$ cat src/sv/gscb_pkg.sv
`default_nettype none

package gscb_pkg;

   localparam int BUTTONS_DEF = 10;

   localparam int AXIS_W = 8;    // raw stick axis
   localparam int DEAD_W = 7;    // dead radius register
   localparam int MAXR_W = 8;    // max radius register
   localparam int CSR_W  = 8;    // config write data
   localparam int SUM_W  = 16;   // x^2 + y^2, at most 32768
   localparam int PROD_W = 16;   // |axis| * max radius
   localparam int DIVN_W = 48;   // (|axis| * max * 256)^2
   localparam int QUO_W  = 32;   // quotient stays below 2^32
   localparam int RAD_W  = 32;   // square root radicand
   localparam int ROOT_W = 16;
   localparam int RREM_W = 18;   // root remainder, at most 2 * root
   localparam int OUT_W  = 16;   // Q8.8 outputs
   localparam int CNT_W  = 6;

   localparam logic [CNT_W-1:0] DIV_LAST  = CNT_W'(DIVN_W - 1);
   localparam logic [CNT_W-1:0] ROOT_LAST = CNT_W'(RAD_W / 2 - 1);

   // config register indexes
   localparam logic CSR_DEAD_RADIUS = 1'b0;
   localparam logic CSR_MAX_RADIUS  = 1'b1;

   localparam logic [DEAD_W-1:0] DEAD_RESET = DEAD_W'(8);
   localparam logic [MAXR_W-1:0] MAXR_RESET = MAXR_W'(64);

   typedef enum logic [8:0] {
      ST_IDLE  = 9'b000000001,
      ST_SQR   = 9'b000000010,
      ST_CLASS = 9'b000000100,
      ST_PSQ   = 9'b000001000,
      ST_DIV   = 9'b000010000,
      ST_RINIT = 9'b000100000,
      ST_ROOT  = 9'b001000000,
      ST_STORE = 9'b010000000,
      ST_DONE  = 9'b100000000
   } state_type;

   typedef struct packed {
      logic load;          // latch input word, update button history
      logic square;        // s = x^2 + y^2, axis products
      logic classify;      // preset axis and magnitude results
      logic psq;           // load divider with squared scaled axis
      logic div_step;
      logic root_init;
      logic root_src_quo;  // radicand is quotient, else s << 16
      logic root_step;
      logic store_axis;
      logic store_mag;
      logic axis;          // 0: x, 1: y
      logic emit;          // load the output register
   } cmd_type;

   typedef struct packed {
      logic is_dead;
      logic is_scale;
      logic out_free;
   } status_type;

endpackage

`default_nettype wire

$ cat src/sv/gscb_ctrl.sv
`default_nettype none

module gscb_ctrl (
   input  wire logic               clock,
   input  wire logic               reset,
   input  wire logic               req_valid,
   output logic                    req_ready,
   input  wire gscb_pkg::status_type status,
   output gscb_pkg::cmd_type       cmd
);

   gscb_pkg::state_type state_ff, state_in;
   logic [gscb_pkg::CNT_W-1:0] cnt_ff, cnt_in;
   logic axis_ff, axis_in;

   assign req_ready = (state_ff == gscb_pkg::ST_IDLE);

   always_comb begin
      state_in = state_ff;
      cnt_in   = cnt_ff;
      axis_in  = axis_ff;
      cmd      = '0;
      cmd.axis = axis_ff;
      case (state_ff)
         gscb_pkg::ST_IDLE: begin
            if (req_valid) begin
               cmd.load = 1'b1;
               state_in = gscb_pkg::ST_SQR;
            end
         end
         gscb_pkg::ST_SQR: begin
            cmd.square = 1'b1;
            state_in   = gscb_pkg::ST_CLASS;
         end
         gscb_pkg::ST_CLASS: begin
            cmd.classify = 1'b1;
            axis_in      = 1'b0;
            if (status.is_dead) begin
               state_in = gscb_pkg::ST_DONE;
            end else if (status.is_scale) begin
               state_in = gscb_pkg::ST_PSQ;
            end else begin
               state_in = gscb_pkg::ST_RINIT;
            end
         end
         gscb_pkg::ST_PSQ: begin
            cmd.psq  = 1'b1;
            cnt_in   = gscb_pkg::DIV_LAST;
            state_in = gscb_pkg::ST_DIV;
         end
         gscb_pkg::ST_DIV: begin
            cmd.div_step = 1'b1;
            if (cnt_ff == '0) begin
               state_in = gscb_pkg::ST_RINIT;
            end else begin
               cnt_in = cnt_ff - 1'b1;
            end
         end
         gscb_pkg::ST_RINIT: begin
            cmd.root_init    = 1'b1;
            cmd.root_src_quo = status.is_scale;
            cnt_in           = gscb_pkg::ROOT_LAST;
            state_in         = gscb_pkg::ST_ROOT;
         end
         gscb_pkg::ST_ROOT: begin
            cmd.root_step = 1'b1;
            if (cnt_ff == '0) begin
               state_in = gscb_pkg::ST_STORE;
            end else begin
               cnt_in = cnt_ff - 1'b1;
            end
         end
         gscb_pkg::ST_STORE: begin
            if (status.is_scale) begin
               cmd.store_axis = 1'b1;
               if (!axis_ff) begin
                  axis_in  = 1'b1;
                  state_in = gscb_pkg::ST_PSQ;
               end else begin
                  state_in = gscb_pkg::ST_DONE;
               end
            end else begin
               cmd.store_mag = 1'b1;
               state_in      = gscb_pkg::ST_DONE;
            end
         end
         gscb_pkg::ST_DONE: begin
            if (status.out_free) begin
               cmd.emit = 1'b1;
               state_in = gscb_pkg::ST_IDLE;
            end
         end
         default: begin
            state_in = gscb_pkg::ST_IDLE;
         end
      endcase
   end

   always_ff @(posedge clock) begin
      if (reset) begin
         state_ff <= gscb_pkg::ST_IDLE;
         cnt_ff   <= '0;
         axis_ff  <= 1'b0;
      end else begin
         state_ff <= state_in;
         cnt_ff   <= cnt_in;
         axis_ff  <= axis_in;
      end
   end

endmodule

`default_nettype wire

$ cat src/sv/gscb_dpath.sv
`default_nettype none

module gscb_dpath #(
   parameter int BUTTONS = gscb_pkg::BUTTONS_DEF
) (
   input  wire logic                              clock,
   input  wire logic                              reset,
   input  wire logic [BUTTONS-1:0]                req_button_levels,
   input  wire logic signed [gscb_pkg::AXIS_W-1:0] req_stick_x,
   input  wire logic signed [gscb_pkg::AXIS_W-1:0] req_stick_y,
   input  wire logic                              csr_valid,
   input  wire logic                              csr_index,
   input  wire logic [gscb_pkg::CSR_W-1:0]        csr_data,
   input  wire gscb_pkg::cmd_type                 cmd,
   output gscb_pkg::status_type                   status,
   output logic                                   rsp_valid,
   input  wire logic                              rsp_ready,
   output logic [BUTTONS-1:0]                     rsp_held,
   output logic [BUTTONS-1:0]                     rsp_pressed,
   output logic [BUTTONS-1:0]                     rsp_released,
   output logic signed [gscb_pkg::OUT_W-1:0]      rsp_out_x,
   output logic signed [gscb_pkg::OUT_W-1:0]      rsp_out_y,
   output logic [gscb_pkg::OUT_W-1:0]             rsp_magnitude
);

   // config
   logic [gscb_pkg::DEAD_W-1:0] dead_ff;
   logic [gscb_pkg::MAXR_W-1:0] maxr_ff;

   // button history and current word
   logic [BUTTONS-1:0] prev_held_ff;
   logic [BUTTONS-1:0] held_ff, pressed_ff, released_ff;
   logic [gscb_pkg::AXIS_W-1:0] x_ff, y_ff;

   // working registers
   logic [gscb_pkg::SUM_W-1:0]  s_ff;
   logic [gscb_pkg::PROD_W-1:0] px_ff, py_ff;
   logic [gscb_pkg::DIVN_W-1:0] div_num_ff;
   logic [gscb_pkg::SUM_W-1:0]  div_rem_ff;
   logic [gscb_pkg::QUO_W-1:0]  quo_ff;
   logic [gscb_pkg::RAD_W-1:0]  rad_ff;
   logic [gscb_pkg::RREM_W-1:0] rrem_ff;
   logic [gscb_pkg::ROOT_W-1:0] root_ff;
   logic [gscb_pkg::OUT_W-1:0]  ax_x_ff, ax_y_ff, mag_ff;

   // output register
   logic                       rsp_valid_ff;
   logic [BUTTONS-1:0]         o_held_ff, o_pressed_ff, o_released_ff;
   logic [gscb_pkg::OUT_W-1:0] o_x_ff, o_y_ff, o_mag_ff;

   logic [gscb_pkg::AXIS_W-1:0]   x_abs, y_abs;
   logic [2*gscb_pkg::DEAD_W-1:0] dead_sq;
   logic [gscb_pkg::SUM_W-1:0]    maxr_sq;
   logic [gscb_pkg::PROD_W-1:0]   p_sel;
   logic [gscb_pkg::SUM_W:0]      rem_sh;
   logic                          div_ge;
   logic [gscb_pkg::RREM_W+1:0]   rrem_sh, trial;
   logic                          root_ge;
   logic [gscb_pkg::OUT_W-1:0]    lim;
   logic                          zero_x, zero_y;
   logic [gscb_pkg::OUT_W-1:0]    ox, oy;

   assign x_abs = x_ff[gscb_pkg::AXIS_W-1] ? (~x_ff + 1'b1) : x_ff;
   assign y_abs = y_ff[gscb_pkg::AXIS_W-1] ? (~y_ff + 1'b1) : y_ff;

   assign dead_sq = (2*gscb_pkg::DEAD_W)'({{gscb_pkg::DEAD_W{1'b0}}, dead_ff}
                                          * {{gscb_pkg::DEAD_W{1'b0}}, dead_ff});
   assign maxr_sq = gscb_pkg::SUM_W'({{gscb_pkg::MAXR_W{1'b0}}, maxr_ff}
                                     * {{gscb_pkg::MAXR_W{1'b0}}, maxr_ff});

   assign status.is_dead  = s_ff < {{(gscb_pkg::SUM_W - 2*gscb_pkg::DEAD_W){1'b0}}, dead_sq};
   assign status.is_scale = s_ff > maxr_sq;
   assign status.out_free = !rsp_valid_ff || rsp_ready;

   assign p_sel = cmd.axis ? py_ff : px_ff;

   // restoring divide, one quotient bit per step
   assign rem_sh = {div_rem_ff, div_num_ff[gscb_pkg::DIVN_W-1]};
   assign div_ge = rem_sh >= {1'b0, s_ff};

   // digit-by-digit square root, two radicand bits per step
   assign rrem_sh = {rrem_ff, rad_ff[gscb_pkg::RAD_W-1 -: 2]};
   assign trial   = {2'b00, root_ff, 2'b01};
   assign root_ge = rrem_sh >= trial;

   // per-axis dead zone on the Q8.8 magnitude
   assign lim    = {1'b0, dead_ff, 8'b0};
   assign zero_x = status.is_dead || (ax_x_ff < lim);
   assign zero_y = status.is_dead || (ax_y_ff < lim);
   assign ox = zero_x ? '0 : (x_ff[gscb_pkg::AXIS_W-1] ? (~ax_x_ff + 1'b1) : ax_x_ff);
   assign oy = zero_y ? '0 : (y_ff[gscb_pkg::AXIS_W-1] ? (~ax_y_ff + 1'b1) : ax_y_ff);

   always_ff @(posedge clock) begin
      if (reset) begin
         dead_ff      <= gscb_pkg::DEAD_RESET;
         maxr_ff      <= gscb_pkg::MAXR_RESET;
         prev_held_ff <= '0;
         rsp_valid_ff <= 1'b0;
      end else begin
         if (csr_valid) begin
            case (csr_index)
               gscb_pkg::CSR_DEAD_RADIUS: dead_ff <= csr_data[gscb_pkg::DEAD_W-1:0];
               gscb_pkg::CSR_MAX_RADIUS:  maxr_ff <= csr_data[gscb_pkg::MAXR_W-1:0];
               default: ;
            endcase
         end
         if (cmd.load) begin
            prev_held_ff <= req_button_levels;
         end
         if (cmd.emit) begin
            rsp_valid_ff <= 1'b1;
         end else if (rsp_ready) begin
            rsp_valid_ff <= 1'b0;
         end
      end
   end

   always_ff @(posedge clock) begin
      if (cmd.load) begin
         held_ff     <= req_button_levels;
         pressed_ff  <= req_button_levels & ~prev_held_ff;
         released_ff <= prev_held_ff & ~req_button_levels;
         x_ff        <= req_stick_x;
         y_ff        <= req_stick_y;
      end
      if (cmd.square) begin
         s_ff  <= gscb_pkg::SUM_W'({8'b0, x_abs} * {8'b0, x_abs})
                + gscb_pkg::SUM_W'({8'b0, y_abs} * {8'b0, y_abs});
         px_ff <= gscb_pkg::PROD_W'({8'b0, x_abs} * {8'b0, maxr_ff});
         py_ff <= gscb_pkg::PROD_W'({8'b0, y_abs} * {8'b0, maxr_ff});
      end
      if (cmd.classify) begin
         ax_x_ff <= {x_abs, 8'b0};
         ax_y_ff <= {y_abs, 8'b0};
         mag_ff  <= {maxr_ff, 8'b0};
      end
      if (cmd.psq) begin
         div_num_ff <= {gscb_pkg::QUO_W'({16'b0, p_sel} * {16'b0, p_sel}), 16'b0};
         div_rem_ff <= '0;
         quo_ff     <= '0;
      end else if (cmd.div_step) begin
         div_num_ff <= {div_num_ff[gscb_pkg::DIVN_W-2:0], 1'b0};
         div_rem_ff <= div_ge ? gscb_pkg::SUM_W'(rem_sh - {1'b0, s_ff})
                              : rem_sh[gscb_pkg::SUM_W-1:0];
         quo_ff     <= {quo_ff[gscb_pkg::QUO_W-2:0], div_ge};
      end
      if (cmd.root_init) begin
         rad_ff  <= cmd.root_src_quo ? quo_ff : {s_ff, 16'b0};
         rrem_ff <= '0;
         root_ff <= '0;
      end else if (cmd.root_step) begin
         rad_ff  <= {rad_ff[gscb_pkg::RAD_W-3:0], 2'b00};
         rrem_ff <= root_ge ? gscb_pkg::RREM_W'(rrem_sh - trial)
                            : rrem_sh[gscb_pkg::RREM_W-1:0];
         root_ff <= {root_ff[gscb_pkg::ROOT_W-2:0], root_ge};
      end
      if (cmd.store_axis) begin
         if (cmd.axis) begin
            ax_y_ff <= root_ff;
         end else begin
            ax_x_ff <= root_ff;
         end
      end
      if (cmd.store_mag) begin
         mag_ff <= root_ff;
      end
      if (cmd.emit) begin
         o_held_ff     <= held_ff;
         o_pressed_ff  <= pressed_ff;
         o_released_ff <= released_ff;
         o_x_ff        <= ox;
         o_y_ff        <= oy;
         o_mag_ff      <= status.is_dead ? '0 : mag_ff;
      end
   end

   assign rsp_valid     = rsp_valid_ff;
   assign rsp_held      = o_held_ff;
   assign rsp_pressed   = o_pressed_ff;
   assign rsp_released  = o_released_ff;
   assign rsp_out_x     = o_x_ff;
   assign rsp_out_y     = o_y_ff;
   assign rsp_magnitude = o_mag_ff;

endmodule

`default_nettype wire

$ cat src/sv/gamepad_stick_and_button_conditioner.sv
`default_nettype none

// Channel   Direction  Handshake             Word
// --------  ---------  --------------------  --------------------------------------------
// req_      in         req_valid/req_ready   button_levels, stick_x, stick_y
// rsp_      out        rsp_valid/rsp_ready   held, pressed, released, out_x, out_y, magnitude
// csr_      in         csr_valid/csr_ready   csr_index (0 dead radius, 1 max radius), csr_data
//
// One word in flight at a time. Inside the dead radius a word is only squared and
// classified, inside the max radius it adds a 16-step square root, and a scaled stick
// takes per axis a 48-step restoring divide plus a 16-step square root.
// The output register frees the next word to start while a result waits.
// Synchronous active-high reset: dead radius 8, max radius 64, history clear.
// csr_ready is always high; rsp_ready low holds the finished word and the next one behind it.

module gamepad_stick_and_button_conditioner #(
   parameter int BUTTONS = gscb_pkg::BUTTONS_DEF
) (
   input  wire logic                               clock,
   input  wire logic                               reset,
   input  wire logic                               req_valid,
   output logic                                    req_ready,
   input  wire logic [BUTTONS-1:0]                 req_button_levels,
   input  wire logic signed [gscb_pkg::AXIS_W-1:0] req_stick_x,
   input  wire logic signed [gscb_pkg::AXIS_W-1:0] req_stick_y,
   output logic                                    rsp_valid,
   input  wire logic                               rsp_ready,
   output logic [BUTTONS-1:0]                      rsp_held,
   output logic [BUTTONS-1:0]                      rsp_pressed,
   output logic [BUTTONS-1:0]                      rsp_released,
   output logic signed [gscb_pkg::OUT_W-1:0]       rsp_out_x,
   output logic signed [gscb_pkg::OUT_W-1:0]       rsp_out_y,
   output logic [gscb_pkg::OUT_W-1:0]              rsp_magnitude,
   input  wire logic                               csr_valid,
   output logic                                    csr_ready,
   input  wire logic                               csr_index,
   input  wire logic [gscb_pkg::CSR_W-1:0]         csr_data
);

   gscb_pkg::cmd_type    cmd;
   gscb_pkg::status_type status;

   // registers are plain flops, each write lands on the next clock edge
   assign csr_ready = 1'b1;

   // sequencer: load, square, classify, then divide / root passes, then emit
   gscb_ctrl u_ctrl (
      .clock     (clock),
      .reset     (reset),
      .req_valid (req_valid),
      .req_ready (req_ready),
      .status    (status),
      .cmd       (cmd)
   );

   // button edges, radius tests, shared divider and square root, output register
   gscb_dpath #(
      .BUTTONS (BUTTONS)
   ) u_dpath (
      .clock             (clock),
      .reset             (reset),
      .req_button_levels (req_button_levels),
      .req_stick_x       (req_stick_x),
      .req_stick_y       (req_stick_y),
      .csr_valid         (csr_valid),
      .csr_index         (csr_index),
      .csr_data          (csr_data),
      .cmd               (cmd),
      .status            (status),
      .rsp_valid         (rsp_valid),
      .rsp_ready         (rsp_ready),
      .rsp_held          (rsp_held),
      .rsp_pressed       (rsp_pressed),
      .rsp_released      (rsp_released),
      .rsp_out_x         (rsp_out_x),
      .rsp_out_y         (rsp_out_y),
      .rsp_magnitude     (rsp_magnitude)
   );

endmodule

`default_nettype wire

$ cat config.mk
export PLATFORM = sky130hd
export DESIGN_NAME = gamepad_stick_and_button_conditioner
export DESIGN_NICKNAME = d
export VERILOG_FILES = /design/src/sv/gscb_pkg.sv /design/src/sv/gscb_ctrl.sv /design/src/sv/gscb_dpath.sv /design/src/sv/gamepad_stick_and_button_conditioner.sv
export SDC_FILE = /design/constraint.sdc
export NUM_CORES = 2
export LEC_CHECK = 0
export BUFFER_PORTS_ARGS = -buffer_cell sky130_fd_sc_hd__buf_4
export CAP_MARGIN = 10
export CORE_MARGIN = 5
export CORE_UTILIZATION = 58
export DETAILED_ROUTE_END_ITERATION = 7
export GPL_TIMING_DRIVEN = 0
export PLACE_DENSITY = 0.76
export SKIP_CTS_REPAIR_TIMING = 1
export SLEW_MARGIN = 20
export SYNTH_ARGS = -nofsm -noshare
export SYNTH_HDL_FRONTEND = slang
export SYNTH_SLANG_ARGS = --single-unit
$ cat constraint.sdc
create_clock -name clock -period 10.9 [get_ports clock]
set_clock_uncertainty 0.1 [all_clocks]
set_input_delay 0.545 -clock clock [delete_from_list [all_inputs] [get_ports clock]]
set_output_delay 0.545 -clock clock [all_outputs]
set_load 0.005 [all_outputs]
# --- Word level (Yosys, flattened, before mapping) ---
# Index checks and enable logic that the tools add are counted.
totals:
  reg_bits: 408
  output_inout_bits: 81
  elab_cells: 140
classes:
  n_addsub: 8
  multipliers: 7
  magnitude_cmp: 6
  n_eq_ne: 15
  n_mux: 48
  n_bitwise: 9
  reduce_logical: 17
ops:
  columns: ["operator", "n"]
  rows:
  - ["16-bit two-way mux", 12]
  - ["32-bit two-way mux", 3]
  - ["48-bit two-way mux", 2]
  - ["9-bit case mux with 9 select lines", 1]
  - ["8-bit by 8-bit multiplier with 16-bit output", 5]
  - ["9-bit two-way mux", 7]
  - ["16-bit by 1-bit adder with 16-bit output (second input constant)", 2]
  - ["16-bit by 15-bit < comparator with 1-bit output", 2]
  - ["16-bit by 16-bit multiplier with 32-bit output", 1]
  - ["16-bit NOT", 2]
  - ["10-bit AND", 2]
  - ["20-bit by 18-bit greater-or-equal comparator with 1-bit output", 1]
  - ["10-bit NOT", 2]
  - ["18-bit two-way mux", 1]
  - ["6-bit case mux with 3 select lines", 1]
  - ["18-bit subtractor", 1]
  - ["17-bit by 16-bit greater-or-equal comparator with 1-bit output", 1]
  - ["16-bit adder", 1]
  - ["8-bit by 1-bit adder with 8-bit output (second input constant)", 2]
  - ["16-bit > comparator", 1]
  - ["16-bit by 14-bit < comparator with 1-bit output", 1]
  - ["8-bit two-way mux", 2]
  - ["8-bit NOT", 2]
  - ["16-bit subtractor", 1]
  - ["other kinds (26)", 54]

# --- Depth between registers and ports, before layout ---
logic_depth:
  word_depth: 6
  depth_mapped: 31

# --- Hierarchy ---
# Synthesis repeated with hierarchy kept, for this count alone.
hier_totals:
  cells_unflattened: 3745
  hier_area_um2: 36124.6
modules_own_cells:
  columns: ["module", "instances", "cells_each", "area_each_um2"]
  rows:
  - ["gscb_dpath", 1, 3618, 35132.4]
  - ["gscb_ctrl", 1, 125, 980.9]
  - ["gamepad_stick_and_button_conditioner", 1, 2, 11.3]

# --- Worst setup path before layout ---
# Ideal clock, no wire load.
synth_path:
  path_kind: "reg-to-reg"
  startpoint: "reg u_ctrl.axis_ff"
  endpoint: "reg u_dpath.div_num_ff[45] in the netlist's numbering (data pin)"
  setup_ps: 267
  t_arrival_ps: 6733
  setup_slack_ps: 3800
  path_stages_with_launch: 25
  n_path_buf: 2
  path_cell_list: "dfxtp_1 clkbuf_1 buf_2 mux2i_1 clkinv_1 nand2_1 fa_1 fa_1 fa_1 fa_1 inv_1 fa_1 inv_1 fa_1 inv_1 ha_1 a21oi_1 a21boi_0 a311oi_1 o22ai_1 a21oi_1 o2bb2ai_1 o21ai_0 xnor2_1 o21ai_0"
synth_between:
  elab_chain_len: 3
synth_rtl:
  columns: ["item", "line", "text"]
  rows:
  - ["start: declaration", "gscb_ctrl.sv:14", "logic axis_ff, axis_in;"]
  - ["start signal: assignment", "gscb_ctrl.sv:107", "axis_ff <= axis_in;"]
  - ["16-bit two-way mux", "gscb_dpath.sv:75", "assign p_sel = cmd.axis ? py_ff : px_ff;"]
  - ["16-bit by 16-bit multiplier with 32-bit output", "gscb_dpath.sv:138", "div_num_ff <= {gscb_pkg::QUO_W'({16'b0, p_sel} * {16'b0, p_sel}), 16'b0};"]
  - ["48-bit two-way mux", "gscb_dpath.sv:137", "if (cmd.psq) begin"]
  - ["end signal: assignment", "gscb_dpath.sv:138", null]
  - ["end signal: assignment", "gscb_dpath.sv:142", "div_num_ff <= {div_num_ff[gscb_pkg::DIVN_W-2:0], 1'b0};"]
  - ["end: declaration", "gscb_dpath.sv:38", "logic [gscb_pkg::DIVN_W-1:0] div_num_ff;"]
# No other way between the ends.
# A chain may end at the register's enable or synchronous reset.

# --- Worst setup path after layout ---
# Ends and elaborated chain as after synthesis.

==> results.cfg <==
[cts]
cts.sinks = 408
htreeDepth = 2
cts-buffers-inserted = 48
cts_tree = built
insertion_delay_ns = 0.61
cts_root_buf = clkbuf_16
cts_buffer_depth = 3
cts.clk_slew.worst_paths_ns = 0.06

[global_routing]
grt_max_degree = 56
antenna_found_initial = 2
grt_first_pass_wirelength_um = 143000
grtUsageTotal = 0.269
grt_pass1_vias = 27193
overflow = 0

[sta]
period_share = 0.807
setup_slack_ns = 2.10
max_freq_mhz = 114
rsz0062_at_grt = no
hold_viol_final = 0
relSlewSlack = 0.208
setup_tns_ns = 0
slew_violations = 0
period_needed_ns = 8.80
whs_ns = 0.0156
finalSetupViolCount = 0
max_slew.worst_pin.slew_ns = 1.16

[critical_path]
critPathLaunchType = flip-flop
path_class = reg2reg
crit_path_max_fanout = 10
cp_slowest_cell = mux2i_1
crit_family = adder cells
crit_path_max_incr_delay_ns = 0.99
crit_arrival_ns = 9.02
crit_top_cell = fa_1
cp.required_ns = 11.13
end_kind = flip-flop
path_buf_inv = 7

[placed_design]
dpl.hpwl_um = 70000
gp_congestion = 0.941
placedCellCount = 4590
dpl_cell_area_um2 = 37300
dp_worst_setup_slack_ns = 2.13
io_buffers = 116

[cells_and_area]
final_common_cell = inv_1
final_core_util = 0.649
drive_gt1_frac = 0.0739
fin_area_um2 = 39100
seq_area_um2 = 10700
syn_to_final_growth_pct = 10.9
num-nets-final = 4609
multi_input_area_um2 = 21900
fill_cells = 4767
most-common-layout-cells = inv_1, nand2_1, fa_1
finalNonFillerCells = 4692

[routing]
wire_per_inst_um = 18.9
drt_first_pass_iters = 5
drc_errors = 0
wirelength_um = 88700
ant_nets = 0
drtIter0Drc = 2305
vias = 26578
viasPerCell = 5.66

[synth]
yosys_warnings = 0
synth_top_area_cell = edfxtp_1
avgSynthCellArea_um2 = 9.61
syn_inst = 3668
synth_cell_types = 89
ys_seq_area_frac = 0.303
synth.top_cell.area_share = 0.215
ys_ff_latch = 408
syn_area_um2 = 35200
synth_edf_count = 252
async_flop_share = 0
synth_ff_type = edfxtp_1
synth.area.top_cells = edfxtp_1, fa_1, ha_1

[power]
powerDensity_nw_per_um2 = 226
total_power_mw = 8.83
vdd.ir_drop.worst_mv = 0.399
power.leakage_nw = 18.6

[min_path]
hold_class = in2reg

[floorplanning]
num_rows = 90
die_height_um = 256
fp.dieW_um = 256
core_um2 = 60200
die-area_um2 = 65800
io_pins = 121
initial_core_util = 0.585

[job]
cap_violations = 0

[run_status]
status = finished, final reports clean
worst paths after layout:
check,start,endpoint,slack (ns),depth (start not counted)
worst min-delay path,req_stick_x[7],u_dpath.x_ff[7]$_DFFE_PP_,0.02,1
worst min register to register,u_dpath.released_ff[9]$_DFFE_PP_,u_dpath.rsp_released[9]$_DFFE_PP_,0.32,0
worst max-delay path,u_ctrl.axis_ff$_SDFFE_PP0P_,u_dpath.div_num_ff[45]$_DFFE_PP_,2.10,25
worst max register to register,u_ctrl.axis_ff$_SDFFE_PP0P_,u_dpath.div_num_ff[45]$_DFFE_PP_,2.10,25
Yosys cell counts, drive strengths merged, types with 5 or more instances:
master,n
a211o,7
a211oi,16
a21o,56
a21oi,142
a221oi,5
a31o,7
a31oi,11
and2,88
and3,16
buf,29
clkbuf,106
clkinv,9
dfxtp,156
edfxtp,252
fa,354
ha,346
inv,569
mux2,10
mux2i,54
nand2,471
nand2b,18
nand3,60
nand4,12
nor2,244
nor2b,67
nor3,37
nor4,5
o211ai,7
o21a,11
o21ai,197
o21bai,15
o22ai,16
o31ai,17
o41ai,8
or2,7
or3,13
or4,6
xnor2,98
xor2,76
per-layer routing:
layer	share of wire	global-route usage	wire length, µm
met5	0.00012	0	11
met1	0.42	0.371	37000
met2	0.47	0.444	41700
met4	0.029	0.0741	2540
met3	0.084	0.0462	7480
registers in the layout, summed over array words and instances, names as in the netlist, 18 cells and up:
signal              count
u_dpath.quo_ff         32
u_dpath.rad_ff         32
u_dpath.div_num_ff     32
u_dpath.rrem_ff        18
kinds of logic after synthesis:
logic type / synth area share
buf+inv: 0.0779
mux: 0.0185
xor+xnor: 0.0432
simple gates: 0.137
fa+ha+maj: 0.324
compound gates: 0.0961
other cells: 0.000213
flops: 0.303
power by group:
group	total (mW)	switching [mW]	leakage [nW]	internal, mW
clock	1.65	0.684	0.793	0.963
sequential	2.02	0.126	3.57	1.89
combinational	5.16	2.95	14.2	2.21
worst reg2reg max path, stage by stage, from the launching register on:
cell and delay (ns):
dfxtp_1 0.31, clkbuf_1 0.47, buf_2 0.44, mux2i_1 0.99
inv_1 0.17, clkbuf_1 0.36, nand2_1 0.24, fa_1 0.48
fa_1 0.56, inv_1 0.06, fa_1 0.44, fa_1 0.49
fa_1 0.54, inv_1 0.06, fa_1 0.53, inv_1 0.04
ha_1 0.35, a21oi_1 0.25, o21ai_0 0.15, a311oi_1 0.38
o22ai_1 0.14, a21oi_1 0.23, o2bb2ai_1 0.26, o21ai_0 0.18
xnor2_1 0.21, o21ai_0 0.10
cell type report:
cell class / instances / share of cell area
Multi-Input combinational cell: 2560 / 0.561
Sequential cell: 408 / 0.274
Clock inverter: 29 / 0.00813
Tap cell: 782 / 0.0250
Timing Repair Buffer: 138 / 0.0283
Antenna cell: 1 / 0.0000640
Clock buffer: 61 / 0.0338
Inverter: 578 / 0.0555
Buffer: 135 / 0.0149
No activity file was read; power rests on OpenSTA's default activity.
